<file path="config.mk">
export PLATFORM = sky130hd
export DESIGN_NAME = hdlc_byte_deframer_crc8_flat
export DESIGN_NICKNAME = d
export VERILOG_FILES = /design/src/hbd_pkg.sv /design/src/hbd_if.sv /design/src/hbd_cfg_regs.sv /design/src/hbd_core.sv /design/src/hbd_out_stage.sv /design/src/hdlc_byte_deframer_crc8.sv /design/src/flat_wrapper.sv
export SDC_FILE = /design/constraint.sdc
export NUM_CORES = 1
export LEC_CHECK = 0
export BUFFER_PORTS_ARGS = -buffer_cell sky130_fd_sc_hd__buf_2
export CORE_MARGIN = 2
export CORE_UTILIZATION = 55
export CTS_BUF_LIST = sky130_fd_sc_hd__clkbuf_4 sky130_fd_sc_hd__clkbuf_8
export DETAILED_ROUTE_END_ITERATION = 6
export GPL_TIMING_DRIVEN = 0
export PLACE_DENSITY = 0.82
export REMOVE_ABC_BUFFERS = 1
export SYNTH_ARGS = -nofsm -noshare
export SYNTH_HDL_FRONTEND = slang
export SYNTH_HIERARCHICAL = 1
export SYNTH_SLANG_ARGS = --single-unit
</file>
<file path="constraint.sdc">
create_clock -name clk -period 4 [get_ports clk]
set_clock_uncertainty 0.2 [all_clocks]
set_input_delay 0.6 -clock clk [delete_from_list [all_inputs] [get_ports clk]]
set_output_delay 0.6 -clock clk [all_outputs]
set_load 0.1 [all_outputs]
</file>
<file path="src/hbd_pkg.sv">
// Shared types, constants and the CRC-8 step for the HDLC byte deframer.
// No dependencies; every other file of the block imports it.
package hbd_pkg;

    localparam int BYTE_W   = 8;
    localparam int STATUS_W = 3;
    localparam int ADDR_W   = 4;
    localparam int DATA_W   = 32;

    localparam logic [BYTE_W-1:0] FLAG_RESET   = 8'h7E;
    localparam logic [BYTE_W-1:0] ESCAPE_RESET = 8'h7D;
    localparam logic [BYTE_W-1:0] MASK_RESET   = 8'h20;
    localparam logic [BYTE_W-1:0] CRC_INIT     = 8'hFF;
    localparam logic [BYTE_W-1:0] CRC_POLY     = 8'h8C;

    typedef enum logic [1:0] {
        REG_FLAG   = 2'd0,
        REG_ESCAPE = 2'd1,
        REG_MASK   = 2'd2
    } reg_idx_t;

    typedef enum logic [STATUS_W-1:0] {
        ST_DATA    = 3'd0,
        ST_OK      = 3'd1,
        ST_EMPTY   = 3'd2,
        ST_SHORT   = 3'd3,
        ST_CRC_BAD = 3'd4,
        ST_ABORT   = 3'd5,
        ST_BAD_ESC = 3'd6
    } status_t;

    typedef struct packed {
        logic [BYTE_W-1:0] flag_value;
        logic [BYTE_W-1:0] escape_value;
        logic [BYTE_W-1:0] escape_mask;
    } cfg_t;

    typedef struct packed {
        logic [BYTE_W-1:0] payload_byte;
        status_t           status;
        logic              frame_end;
    } res_t;

    // Reflected CRC-8, one byte per call, unrolled over the eight bits.
    function automatic logic [BYTE_W-1:0] crc8_update(
        input logic [BYTE_W-1:0] crc,
        input logic [BYTE_W-1:0] b
    );
        logic [BYTE_W-1:0] c;
        c = crc ^ b;
        for (int k = 0; k < BYTE_W; k++) begin
            if (c[0])
            begin
                c = (c >> 1) ^ CRC_POLY;
            end
            else
            begin
                c = c >> 1;
            end
        end
        return c;
    endfunction

endpackage

</file>
<file path="src/hbd_if.sv">
// Valid/ready channel interfaces for the deframer: line bytes in, results out.
// Depends on hbd_pkg for field widths.
interface hbd_in_if;
    import hbd_pkg::*;
    logic              valid;
    logic              ready;
    logic [BYTE_W-1:0] rx_byte;
    modport source (output valid, output rx_byte, input ready);
    modport sink   (input valid, input rx_byte, output ready);
endinterface

interface hbd_out_if;
    import hbd_pkg::*;
    logic                valid;
    logic                ready;
    logic [BYTE_W-1:0]   payload_byte;
    logic [STATUS_W-1:0] status;
    logic                frame_end;
    modport source (output valid, output payload_byte, output status, output frame_end,
                    input ready);
    modport sink   (input valid, input payload_byte, input status, input frame_end,
                    output ready);
endinterface

</file>
<file path="src/hbd_cfg_regs.sv">
// APB-style register file: flag, escape and escape mask bytes.
// Depends on hbd_pkg.
module hbd_cfg_regs (
    input  logic                       clk,
    input  logic                       rst_n,
    input  logic                       psel,
    input  logic                       penable,
    input  logic                       pwrite,
    input  logic [hbd_pkg::ADDR_W-1:0] paddr,
    input  logic [hbd_pkg::DATA_W-1:0] pwdata,
    output logic [hbd_pkg::DATA_W-1:0] prdata,
    output logic                       pready,
    output hbd_pkg::cfg_t              cfg
);
    import hbd_pkg::*;

    cfg_t     cfg_reg;
    cfg_t     cfg_next;
    reg_idx_t idx;
    logic     wr_en;

    assign idx    = reg_idx_t'(paddr[ADDR_W-1:2]);
    assign wr_en  = psel && penable && pwrite;
    assign pready = 1'b1;
    assign cfg    = cfg_reg;

    always_comb
    begin
        cfg_next = cfg_reg;
        if (wr_en)
        begin
            case (idx)
                REG_FLAG:   cfg_next.flag_value   = pwdata[BYTE_W-1:0];
                REG_ESCAPE: cfg_next.escape_value = pwdata[BYTE_W-1:0];
                REG_MASK:   cfg_next.escape_mask  = pwdata[BYTE_W-1:0];
                default:    cfg_next = cfg_reg;
            endcase
        end
    end

    always_comb
    begin
        case (idx)
            REG_FLAG:   prdata = {{(DATA_W-BYTE_W){1'b0}}, cfg_reg.flag_value};
            REG_ESCAPE: prdata = {{(DATA_W-BYTE_W){1'b0}}, cfg_reg.escape_value};
            REG_MASK:   prdata = {{(DATA_W-BYTE_W){1'b0}}, cfg_reg.escape_mask};
            default:    prdata = '0;
        endcase
    end

    always_ff @(posedge clk or negedge rst_n)
    begin
        if (!rst_n)
        begin
            cfg_reg.flag_value   <= FLAG_RESET;
            cfg_reg.escape_value <= ESCAPE_RESET;
            cfg_reg.escape_mask  <= MASK_RESET;
        end
        else
        begin
            cfg_reg <= cfg_next;
        end
    end

endmodule

</file>
<file path="src/hbd_core.sv">
// Input register, frame state and per-byte decode with the CRC-8 update.
// Depends on hbd_pkg; feeds hbd_out_stage.
module hbd_core (
    input  logic                       clk,
    input  logic                       rst_n,
    input  hbd_pkg::cfg_t              cfg,
    input  logic                       in_valid,
    input  logic [hbd_pkg::BYTE_W-1:0] in_byte,
    output logic                       in_ready,
    input  logic                       out_free,
    output logic                       res_load,
    output hbd_pkg::res_t              res
);
    import hbd_pkg::*;

    logic              in_valid_reg, in_valid_next;
    logic [BYTE_W-1:0] in_byte_reg,  in_byte_next;

    logic              in_frame_reg,   in_frame_next;
    logic              esc_pend_reg,   esc_pend_next;
    logic [BYTE_W-1:0] held_byte_reg,  held_byte_next;
    logic              held_valid_reg, held_valid_next;
    logic              any_emit_reg,   any_emit_next;
    logic [BYTE_W-1:0] crc_reg,        crc_next;

    logic              res_valid;
    logic              advance;
    logic [BYTE_W-1:0] b;
    logic [BYTE_W-1:0] d;

    assign b = in_byte_reg;

    always_comb
    begin
        in_frame_next   = in_frame_reg;
        esc_pend_next   = esc_pend_reg;
        held_byte_next  = held_byte_reg;
        held_valid_next = held_valid_reg;
        any_emit_next   = any_emit_reg;
        crc_next        = crc_reg;
        res             = '{payload_byte: '0, status: ST_DATA, frame_end: 1'b0};
        res_valid       = 1'b0;
        d               = esc_pend_reg ? (b ^ cfg.escape_mask) : b;

        if (in_valid_reg)
        begin
            if (!in_frame_reg)
            begin
                // outside a frame only a flag matters
                if (b == cfg.flag_value)
                begin
                    in_frame_next   = 1'b1;
                    esc_pend_next   = 1'b0;
                    held_valid_next = 1'b0;
                    any_emit_next   = 1'b0;
                    crc_next        = CRC_INIT;
                end
            end
            else if (!esc_pend_reg && b == cfg.flag_value)
            begin
                in_frame_next = 1'b0;
                esc_pend_next = 1'b0;
                res_valid     = 1'b1;
                res.frame_end = 1'b1;
                if (!held_valid_reg)
                begin
                    res.status = ST_EMPTY;
                end
                else if (!any_emit_reg)
                begin
                    res.status = ST_SHORT;
                end
                else if (held_byte_reg == crc_reg)
                begin
                    res.status = ST_OK;
                end
                else
                begin
                    res.status = ST_CRC_BAD;
                end
            end
            else if (!esc_pend_reg && b == cfg.escape_value)
            begin
                esc_pend_next = 1'b1;
            end
            else if (esc_pend_reg && b == cfg.flag_value)
            begin
                esc_pend_next = 1'b0;
                in_frame_next = 1'b0;
                res_valid     = 1'b1;
                res.status    = ST_ABORT;
                res.frame_end = 1'b1;
            end
            else
            begin
                esc_pend_next = 1'b0;
                if (esc_pend_reg && d != cfg.escape_value && d != cfg.flag_value)
                begin
                    // drop the byte, keep the frame open
                    res_valid  = 1'b1;
                    res.status = ST_BAD_ESC;
                end
                else if (held_valid_reg)
                begin
                    // release the held byte, hold the new one as check candidate
                    crc_next         = crc8_update(crc_reg, held_byte_reg);
                    any_emit_next    = 1'b1;
                    held_byte_next   = d;
                    res_valid        = 1'b1;
                    res.payload_byte = held_byte_reg;
                end
                else
                begin
                    held_byte_next  = d;
                    held_valid_next = 1'b1;
                end
            end
        end
    end

    assign advance  = in_valid_reg && (out_free || !res_valid);
    assign res_load = advance && res_valid;
    assign in_ready = !in_valid_reg || advance;

    always_comb
    begin
        in_valid_next = in_valid_reg;
        in_byte_next  = in_byte_reg;
        if (in_valid && in_ready)
        begin
            in_valid_next = 1'b1;
            in_byte_next  = in_byte;
        end
        else if (advance)
        begin
            in_valid_next = 1'b0;
        end
    end

    always_ff @(posedge clk or negedge rst_n)
    begin
        if (!rst_n)
        begin
            in_valid_reg   <= 1'b0;
            in_frame_reg   <= 1'b0;
            esc_pend_reg   <= 1'b0;
            held_byte_reg  <= '0;
            held_valid_reg <= 1'b0;
            any_emit_reg   <= 1'b0;
            crc_reg        <= CRC_INIT;
        end
        else
        begin
            in_valid_reg <= in_valid_next;
            if (advance)
            begin
                in_frame_reg   <= in_frame_next;
                esc_pend_reg   <= esc_pend_next;
                held_byte_reg  <= held_byte_next;
                held_valid_reg <= held_valid_next;
                any_emit_reg   <= any_emit_next;
                crc_reg        <= crc_next;
            end
        end
    end

    always_ff @(posedge clk)
    begin
        in_byte_reg <= in_byte_next;
    end

endmodule

</file>
<file path="src/hbd_out_stage.sv">
// Result register between the decode logic and the output channel.
// Depends on hbd_pkg.
module hbd_out_stage (
    input  logic          clk,
    input  logic          rst_n,
    input  logic          res_load,
    input  hbd_pkg::res_t res,
    input  logic          out_ready,
    output logic          out_valid,
    output logic          out_free,
    output hbd_pkg::res_t out_res
);
    import hbd_pkg::*;

    logic out_valid_reg, out_valid_next;
    res_t res_reg,       res_next;

    assign out_free  = !out_valid_reg || out_ready;
    assign out_valid = out_valid_reg;
    assign out_res   = res_reg;

    always_comb
    begin
        out_valid_next = out_valid_reg;
        res_next       = res_reg;
        if (res_load)
        begin
            out_valid_next = 1'b1;
            res_next       = res;
        end
        else if (out_ready)
        begin
            out_valid_next = 1'b0;
        end
    end

    always_ff @(posedge clk or negedge rst_n)
    begin
        if (!rst_n)
        begin
            out_valid_reg <= 1'b0;
        end
        else
        begin
            out_valid_reg <= out_valid_next;
        end
    end

    always_ff @(posedge clk)
    begin
        res_reg <= res_next;
    end

endmodule

</file>
<file path="src/hdlc_byte_deframer_crc8.sv">
// HDLC byte deframer with reflected CRC-8 check (poly 0x8C, init 0xFF).
//
// in_ch carries received line bytes; out_ch carries one result per data byte,
// frame close, abort or bad escape: payload_byte (data only), status and
// frame_end. Bytes outside a frame, opening flags, escape prefixes and the
// first byte of a frame give no result. Each data byte leaves one byte late,
// since the newest byte is held as the check candidate.
// A result passes through the input register, then the result register, before
// it shows on out_ch.
// Throughput: one byte per cycle unless the receiver stalls; the byte-wide CRC
// update sits between the two registers.
// If the receiver stalls, a result waits in the result register while the
// next byte still enters the input register; further bytes are held off only
// when that byte also has a result to deliver.
// Reset clears the frame state, both registers' valid flags and restores the
// flag, escape and mask registers to 0x7E, 0x7D and 0x20. The APB port writes
// registers at byte addresses 0, 4 and 8; write them only while idle.
module hdlc_byte_deframer_crc8 (
    input  logic                       clk,
    input  logic                       rst_n,
    hbd_in_if.sink                     in_ch,
    hbd_out_if.source                  out_ch,
    input  logic                       psel,
    input  logic                       penable,
    input  logic                       pwrite,
    input  logic [hbd_pkg::ADDR_W-1:0] paddr,
    input  logic [hbd_pkg::DATA_W-1:0] pwdata,
    output logic [hbd_pkg::DATA_W-1:0] prdata,
    output logic                       pready
);
    import hbd_pkg::*;

    cfg_t cfg;
    res_t res;
    res_t out_res;
    logic res_load;
    logic out_free;

    hbd_cfg_regs u_regs (
        .clk     (clk),
        .rst_n   (rst_n),
        .psel    (psel),
        .penable (penable),
        .pwrite  (pwrite),
        .paddr   (paddr),
        .pwdata  (pwdata),
        .prdata  (prdata),
        .pready  (pready),
        .cfg     (cfg)
    );

    hbd_core u_core (
        .clk      (clk),
        .rst_n    (rst_n),
        .cfg      (cfg),
        .in_valid (in_ch.valid),
        .in_byte  (in_ch.rx_byte),
        .in_ready (in_ch.ready),
        .out_free (out_free),
        .res_load (res_load),
        .res      (res)
    );

    hbd_out_stage u_out (
        .clk       (clk),
        .rst_n     (rst_n),
        .res_load  (res_load),
        .res       (res),
        .out_ready (out_ch.ready),
        .out_valid (out_ch.valid),
        .out_free  (out_free),
        .out_res   (out_res)
    );

    assign out_ch.payload_byte = out_res.payload_byte;
    assign out_ch.status       = out_res.status;
    assign out_ch.frame_end    = out_res.frame_end;

endmodule

</file>
<file path="src/flat_wrapper.sv">
// flat-port wrapper written by rule: the top's interface ports become plain ports
module hdlc_byte_deframer_crc8_flat import hbd_pkg::*;
  (clk, rst_n, psel, penable, pwrite, paddr, pwdata, prdata, pready, in_ch_valid, in_ch_rx_byte, in_ch_ready, out_ch_valid, out_ch_payload_byte, out_ch_status, out_ch_frame_end, out_ch_ready);
  hbd_in_if in_ch_i ();
  hbd_out_if out_ch_i ();
  input  logic clk;
  input  logic rst_n;
  input  logic psel;
  input  logic penable;
  input  logic pwrite;
  input  logic [hbd_pkg::ADDR_W-1:0] paddr;
  input  logic [hbd_pkg::DATA_W-1:0] pwdata;
  output logic [hbd_pkg::DATA_W-1:0] prdata;
  output logic pready;
  input wire logic [$bits(in_ch_i.valid)-1:0] in_ch_valid;
  input wire logic [$bits(in_ch_i.rx_byte)-1:0] in_ch_rx_byte;
  output wire logic [$bits(in_ch_i.ready)-1:0] in_ch_ready;
  output wire logic [$bits(out_ch_i.valid)-1:0] out_ch_valid;
  output wire logic [$bits(out_ch_i.payload_byte)-1:0] out_ch_payload_byte;
  output wire logic [$bits(out_ch_i.status)-1:0] out_ch_status;
  output wire logic [$bits(out_ch_i.frame_end)-1:0] out_ch_frame_end;
  input wire logic [$bits(out_ch_i.ready)-1:0] out_ch_ready;
  assign in_ch_i.valid = in_ch_valid;
  assign in_ch_i.rx_byte = in_ch_rx_byte;
  assign in_ch_ready = in_ch_i.ready;
  assign out_ch_valid = out_ch_i.valid;
  assign out_ch_payload_byte = out_ch_i.payload_byte;
  assign out_ch_status = out_ch_i.status;
  assign out_ch_frame_end = out_ch_i.frame_end;
  assign out_ch_i.ready = out_ch_ready;
  hdlc_byte_deframer_crc8 u_core (.clk(clk), .rst_n(rst_n), .in_ch(in_ch_i), .out_ch(out_ch_i), .psel(psel), .penable(penable), .pwrite(pwrite), .paddr(paddr), .pwdata(pwdata), .prdata(prdata), .pready(pready));
endmodule
</file>
======== Word level (Yosys, flattened, before mapping) ========
Cells that the tools add are included.
Widths: inputs -> output; s select.
word-level totals
  register bits ........................... 66
operators by class
  equal/unequal tests ..................... 12
  multiplexer cells ....................... 105
  bitwise logic cells ..................... 17
  reductions and logical operators ........ 31
operators with widths
  operator            count
  $mux 8              65
  $mux 1              32
  $eq 8x8->1          3
  $not 2->3           8
  $pmux 8 s3          1
  $ne 8x8->1          2
  $xor 8x8->8         2
  $mux 3              5
  $reduce_and 7->1    2
  $logic_and 1x1->1   10
  $reduce_and 2->1    5
  $mux 4              2
  $ne 2x2->1 const B  4
  $reduce_and 8->1    1
  $not 1->1           7
  $reduce_or 7->1     1
  $reduce_bool 2->1   3
  $logic_not 1->1     4
  $logic_or 1x1->1    3
  $reduce_and 3->1    1
  $eq 2x1->1 const B  1
  $eq 2x2->1 const B  1
  $logic_not 2->1     1
  $ne 2x1->1 const B  1

======== Longest topological paths before layout ========
  word-level depth ........................ 73
  gate-level depth with buffers ........... 10

======== Modules after synthesis ========
The synthesis kept the hierarchy.
modules (own cells, without submodules)
  module         cells each  instances  area each (µm²)
  hbd_core       198         1          2,064.5
  hbd_cfg_regs   108         1          1,350.0
  hbd_out_stage  15          1          407.9

======== Worst setup path after synthesis ========
Ideal clock, no wire load.
  path kind ............................... input -> output
  start ................................... in paddr[2] (netlist name)
  end ..................................... out prdata[1] (netlist name)
  data arrival time ....................... 2,958 ps
  data required time ...................... 3,200 ps
  setup slack ............................. 242 ps
  stages on the path ...................... 3
  cell sequence ........................... buf_6 -> mux2i_1 -> o21ai_0
on the way
  word-level cells in the longest chain between the ends .. 2
ends and longest elaborated chain
  element                                   RTL line            text
  from (decl)                               flat_wrapper.sv:11  input logic [hbd_pkg::ADDR_W-1:0] paddr;
  $eq 2x2->1, or another cell as far along  hbd_cfg_regs.sv:43  case (idx)
  $pmux 8 s3 *                              hbd_cfg_regs.sv:43
  to (decl)                                 flat_wrapper.sv:13  output logic [hbd_pkg::DATA_W-1:0] prdata;
Every way passes the cells marked *; elsewhere a longest branch is shown, timed or not.

======== Final worst setup path ========
  start ................................... reg u_core.u_regs.cfg_reg (netlist bit u_core/u_regs/cfg[17])
  end ..................................... out in_ch_ready
on the way
  word-level cells in the longest chain between the ends .. 12
ends and longest elaborated chain
  element                 RTL line            text
  from (decl)             hbd_cfg_regs.sv:17  cfg_t cfg_reg;
  from (signal assigned)  hbd_cfg_regs.sv:61  cfg_reg <= cfg_next;
  $ne 8x8->1              hbd_core.sv:97      if (esc_pend_reg && d != cfg.escape_value && d != cfg.flag_value)
  $logic_and 1x1->1       hbd_core.sv:97
  $mux 1                  hbd_core.sv:97
  $mux 1                  hbd_core.sv:86      else if (esc_pend_reg && b == cfg.flag_value)
  $mux 1                  hbd_core.sv:82      else if (!esc_pend_reg && b == cfg.escape_value)
  $mux 1 *                hbd_core.sv:59      else if (!esc_pend_reg && b == cfg.flag_value)
  $mux 1 *                hbd_core.sv:47      if (!in_frame_reg)
  $mux 1 *                hbd_core.sv:45      if (in_valid_reg)
  $logic_not 1->1 *       hbd_core.sv:121     assign advance = in_valid_reg && (out_free || !res_valid);
  $logic_or 1x1->1 *      hbd_core.sv:121
  $logic_and 1x1->1 *     hbd_core.sv:121
  $logic_or 1x1->1 *      hbd_core.sv:123     assign in_ready = !in_valid_reg || advance;
  to (decl)               flat_wrapper.sv:17  output wire logic [$bits(in_ch_i.ready)-1:0] in_ch_ready;
Marked as above.

==> results.json <==
{
  "status": "finished clean",
  "grt_max_degree": 47,
  "endpoint_kind": "primary output",
  "p_leak_nw": 1.74,
  "avgSynthCellArea_um2": 11.9,
  "grtUsageMet2_pct": 32.4,
  "grt_pass1_wl_um": 11500,
  "drt_first_iter_violations": 137,
  "rows": 30,
  "synthCells": 321,
  "cts_tree": "done",
  "met1_usage_pct": 25.6,
  "fin_util_pct": 62.2,
  "cts.clk_slew.worst_paths_ns": 0.07,
  "slew_headroom_pct": 33.0,
  "vias": 2442,
  "min_period_ns": 3.70,
  "drc": 0,
  "wirelength_um": 6910,
  "rsz0062_at_grt": "no",
  "post_drt_wl_per_cell_um": 15.4,
  "min_path_type": "in -> async",
  "synthDistinctLibCells": 56,
  "htreeDepth": 3,
  "seqCellArea_um2": 1780,
  "worstPathArrival_ns": 2.90,
  "ys_warn_count": 6,
  "p_total_mw": 3.16,
  "hold_viol_final": 0,
  "dieArea_um2": 7630,
  "largest_reg_flops": 24,
  "yosys_register_bits": 66,
  "multi_input_area_um2": 1850,
  "synth_ff_type": "dfrtp_1",
  "syn_to_final_growth_pct": 9.95,
  "core-area_um2": 6760,
  "async_reset_ff_share_pct": 69.7,
  "tightestPinTransition_ns": 1.00,
  "port_buffers": 46,
  "insertion_delay_ns": 0.34,
  "cts_inserted_buffers": 9,
  "ioPinCount": 98,
  "grt_usage_pct": 19.9,
  "grt_pass1_vias": 2384,
  "synth_edf_count": 20,
  "final_cell_area_um2": 4200,
  "preCtsSetupSlack_ns": 0.512,
  "drive_above_1_share_pct": 35.4,
  "finalSetupViolations": 0,
  "initial_utilization_pct": 56.6,
  "grtUsageMet3_pct": 3.60,
  "fin_ws_ns": 0.298,
  "hpwl_um": 5160,
  "grt.busiest_layer": "met2",
  "layout.nets": 416,
  "ys_seq_area_share_pct": 46.5,
  "post_cts_buffers": 0,
  "grt.overflow.total": 0,
  "drv_cap": 0,
  "cts_buffer_depth": 2,
  "crit_required_ns": 3.20,
  "die_x_um": 87.4,
  "nFillCells": 542,
  "vias_per_cell": 5.43,
  "die_y_um": 87.4,
  "placed_area_um2": 3980,
  "place_congestion": 0.928,
  "power.density_nw_per_um2": 752,
  "first_pass_iters": 4,
  "root_buffer": "clkbuf_8",
  "fmax_mhz": 270,
  "antenna_found_initial": 0,
  "cts_sinks": 66,
  "cp_max_fo": 5,
  "tns_ns": 0,
  "period_share_pct": 92.6,
  "start_kind": "flip-flop",
  "vdd_ir_drop_max_mv": 0.383,
  "antenna_cells": 0,
  "ant_nets": 0,
  "worstSetupPathType": "reg -> out",
  "syn_area_um2": 3820,
  "drv_slew": 0
}
[cells in the mapped netlist, types with 2 or more instances]
master | instances | area [um^2]
mux2_2 | 17 | 191
xnor2_1 | 51 | 447
clkbuf_1 | 4 | 15.0
o22a_1 | 6 | 52.6
a211oi_1 | 2 | 15.0
buf_2 | 2 | 10.0
inv_1 | 6 | 22.5
buf_4 | 26 | 195
a21oi_1 | 4 | 20.0
nand3_1 | 3 | 15.0
mux2i_1 | 8 | 80.1
mux2_4 | 16 | 240
o21ai_0 | 10 | 50.1
conb_1 | 2 | 7.51
o21a_1 | 2 | 15.0
and3_1 | 9 | 56.3
nand2_1 | 23 | 86.3
nor2_1 | 6 | 22.5
nand4_1 | 7 | 43.8
dfstp_2 | 21 | 552
nor2b_1 | 3 | 18.8
xor2_1 | 8 | 70.1
buf_6 | 3 | 33.8
nor3_1 | 4 | 20.0
a31oi_1 | 2 | 12.5
edfxtp_1 | 20 | 601
and2_1 | 2 | 12.5
a22oi_1 | 2 | 15.0
dfrtp_1 | 25 | 626
[report_power, final]
group	switching, mW	internal (mW)	total, mW
combinational	0.909	0.576	1.49
sequential	0.145	0.928	1.07
clock	0.253	0.349	0.602
total	1.31	1.85	3.16
[final cells by class]
type,count,area share [%]
inverter,6,0.536
clock buffer,9,2.95
tap,80,2.38
clock inverter,7,2.20
timing repair buffer,46,5.48
sequential,66,42.3
multi-input combinational,236,44.1
[per-stage QoR]
stage	instances	hold slack (ns)
2_1_floorplan	308	0.104
3_3_place_gp	434	0.284
3_5_place_dp	434	0.292
4_1_cts	450	0.216
5_1_grt	450	0.221
6_report	450	0.218
[final timing paths]
path,from,end,slack (ns),depth (start not counted)
max in group asynchronous,rst_n,u_core/u_core/esc_pend_reg,2.69,1
min in group clk,in_ch_rx_byte[6],u_core/u_core/b[6],0.23,1
setup / recovery,u_core/u_regs/cfg[17],in_ch_ready,0.30,8
hold reg to reg,u_core/u_core/crc_reg[6],u_core/u_core/crc_reg[6],0.30,2
hold / removal,rst_n,u_core/u_regs/cfg[4],0.22,1
setup reg to reg,u_core/u_regs/cfg[17],u_core/u_core/b[3],0.70,7
[metal layers]
layer / wire length, um / share of wire [%]
met4: 168 / 2.4
met1: 2980 / 43
met2: 3360 / 49
met5: 0 / 0
met3: 405 / 5.9
[critical path, stage by stage (launching register included)]
cell and delay, ns:
dfstp_2 0.57, xor2_1 0.28, xnor2_1 0.15, nor4_4 0.34, nand4_2 0.22, a21oi_1 0.39, nor3_1 0.14, inv_1 0.07
buf_2 0.41
[placed cells by master, fill, tap and decap left out, types with 2 or more instances in the layout]
cell and n:
mux2i_1 8, mux2_4 16, and2_1 2, nor3_1 3, edfxtp_1 20, a22oi_1 2, inv_1 6, bufinv_16 2
and3_1 9, mux2_2 17, conb_1 25, o21a_1 2, nor3_2 2, clkbuf_8 9, a31oi_1 2, xor2_1 8
o21ai_0 10, nand2_1 23, nor2_1 6, nand4_1 7, buf_2 46, a21oi_1 4, a211oi_1 2, xnor2_1 51
clkinvlp_4 2, nand3_1 3, dfrtp_1 24, dfstp_2 21, o22a_1 6, nor2b_1 3
[timing repair]
item	4_1_cts	5_1_grt
gates resized for setup	0	1
endpoints found under the setup margin	0	1
hold buffers	0	0
[logic make-up after synthesis]
family	Yosys count	synth area share, %
buf+inv	42	7.36
flops	66	46.5
compound gates	38	7.30
other cells	2	0.196
xor+xnor	60	13.9
simple gates	72	11.3
mux	41	13.4
Note: power is estimated with default switching activity, not from simulation.
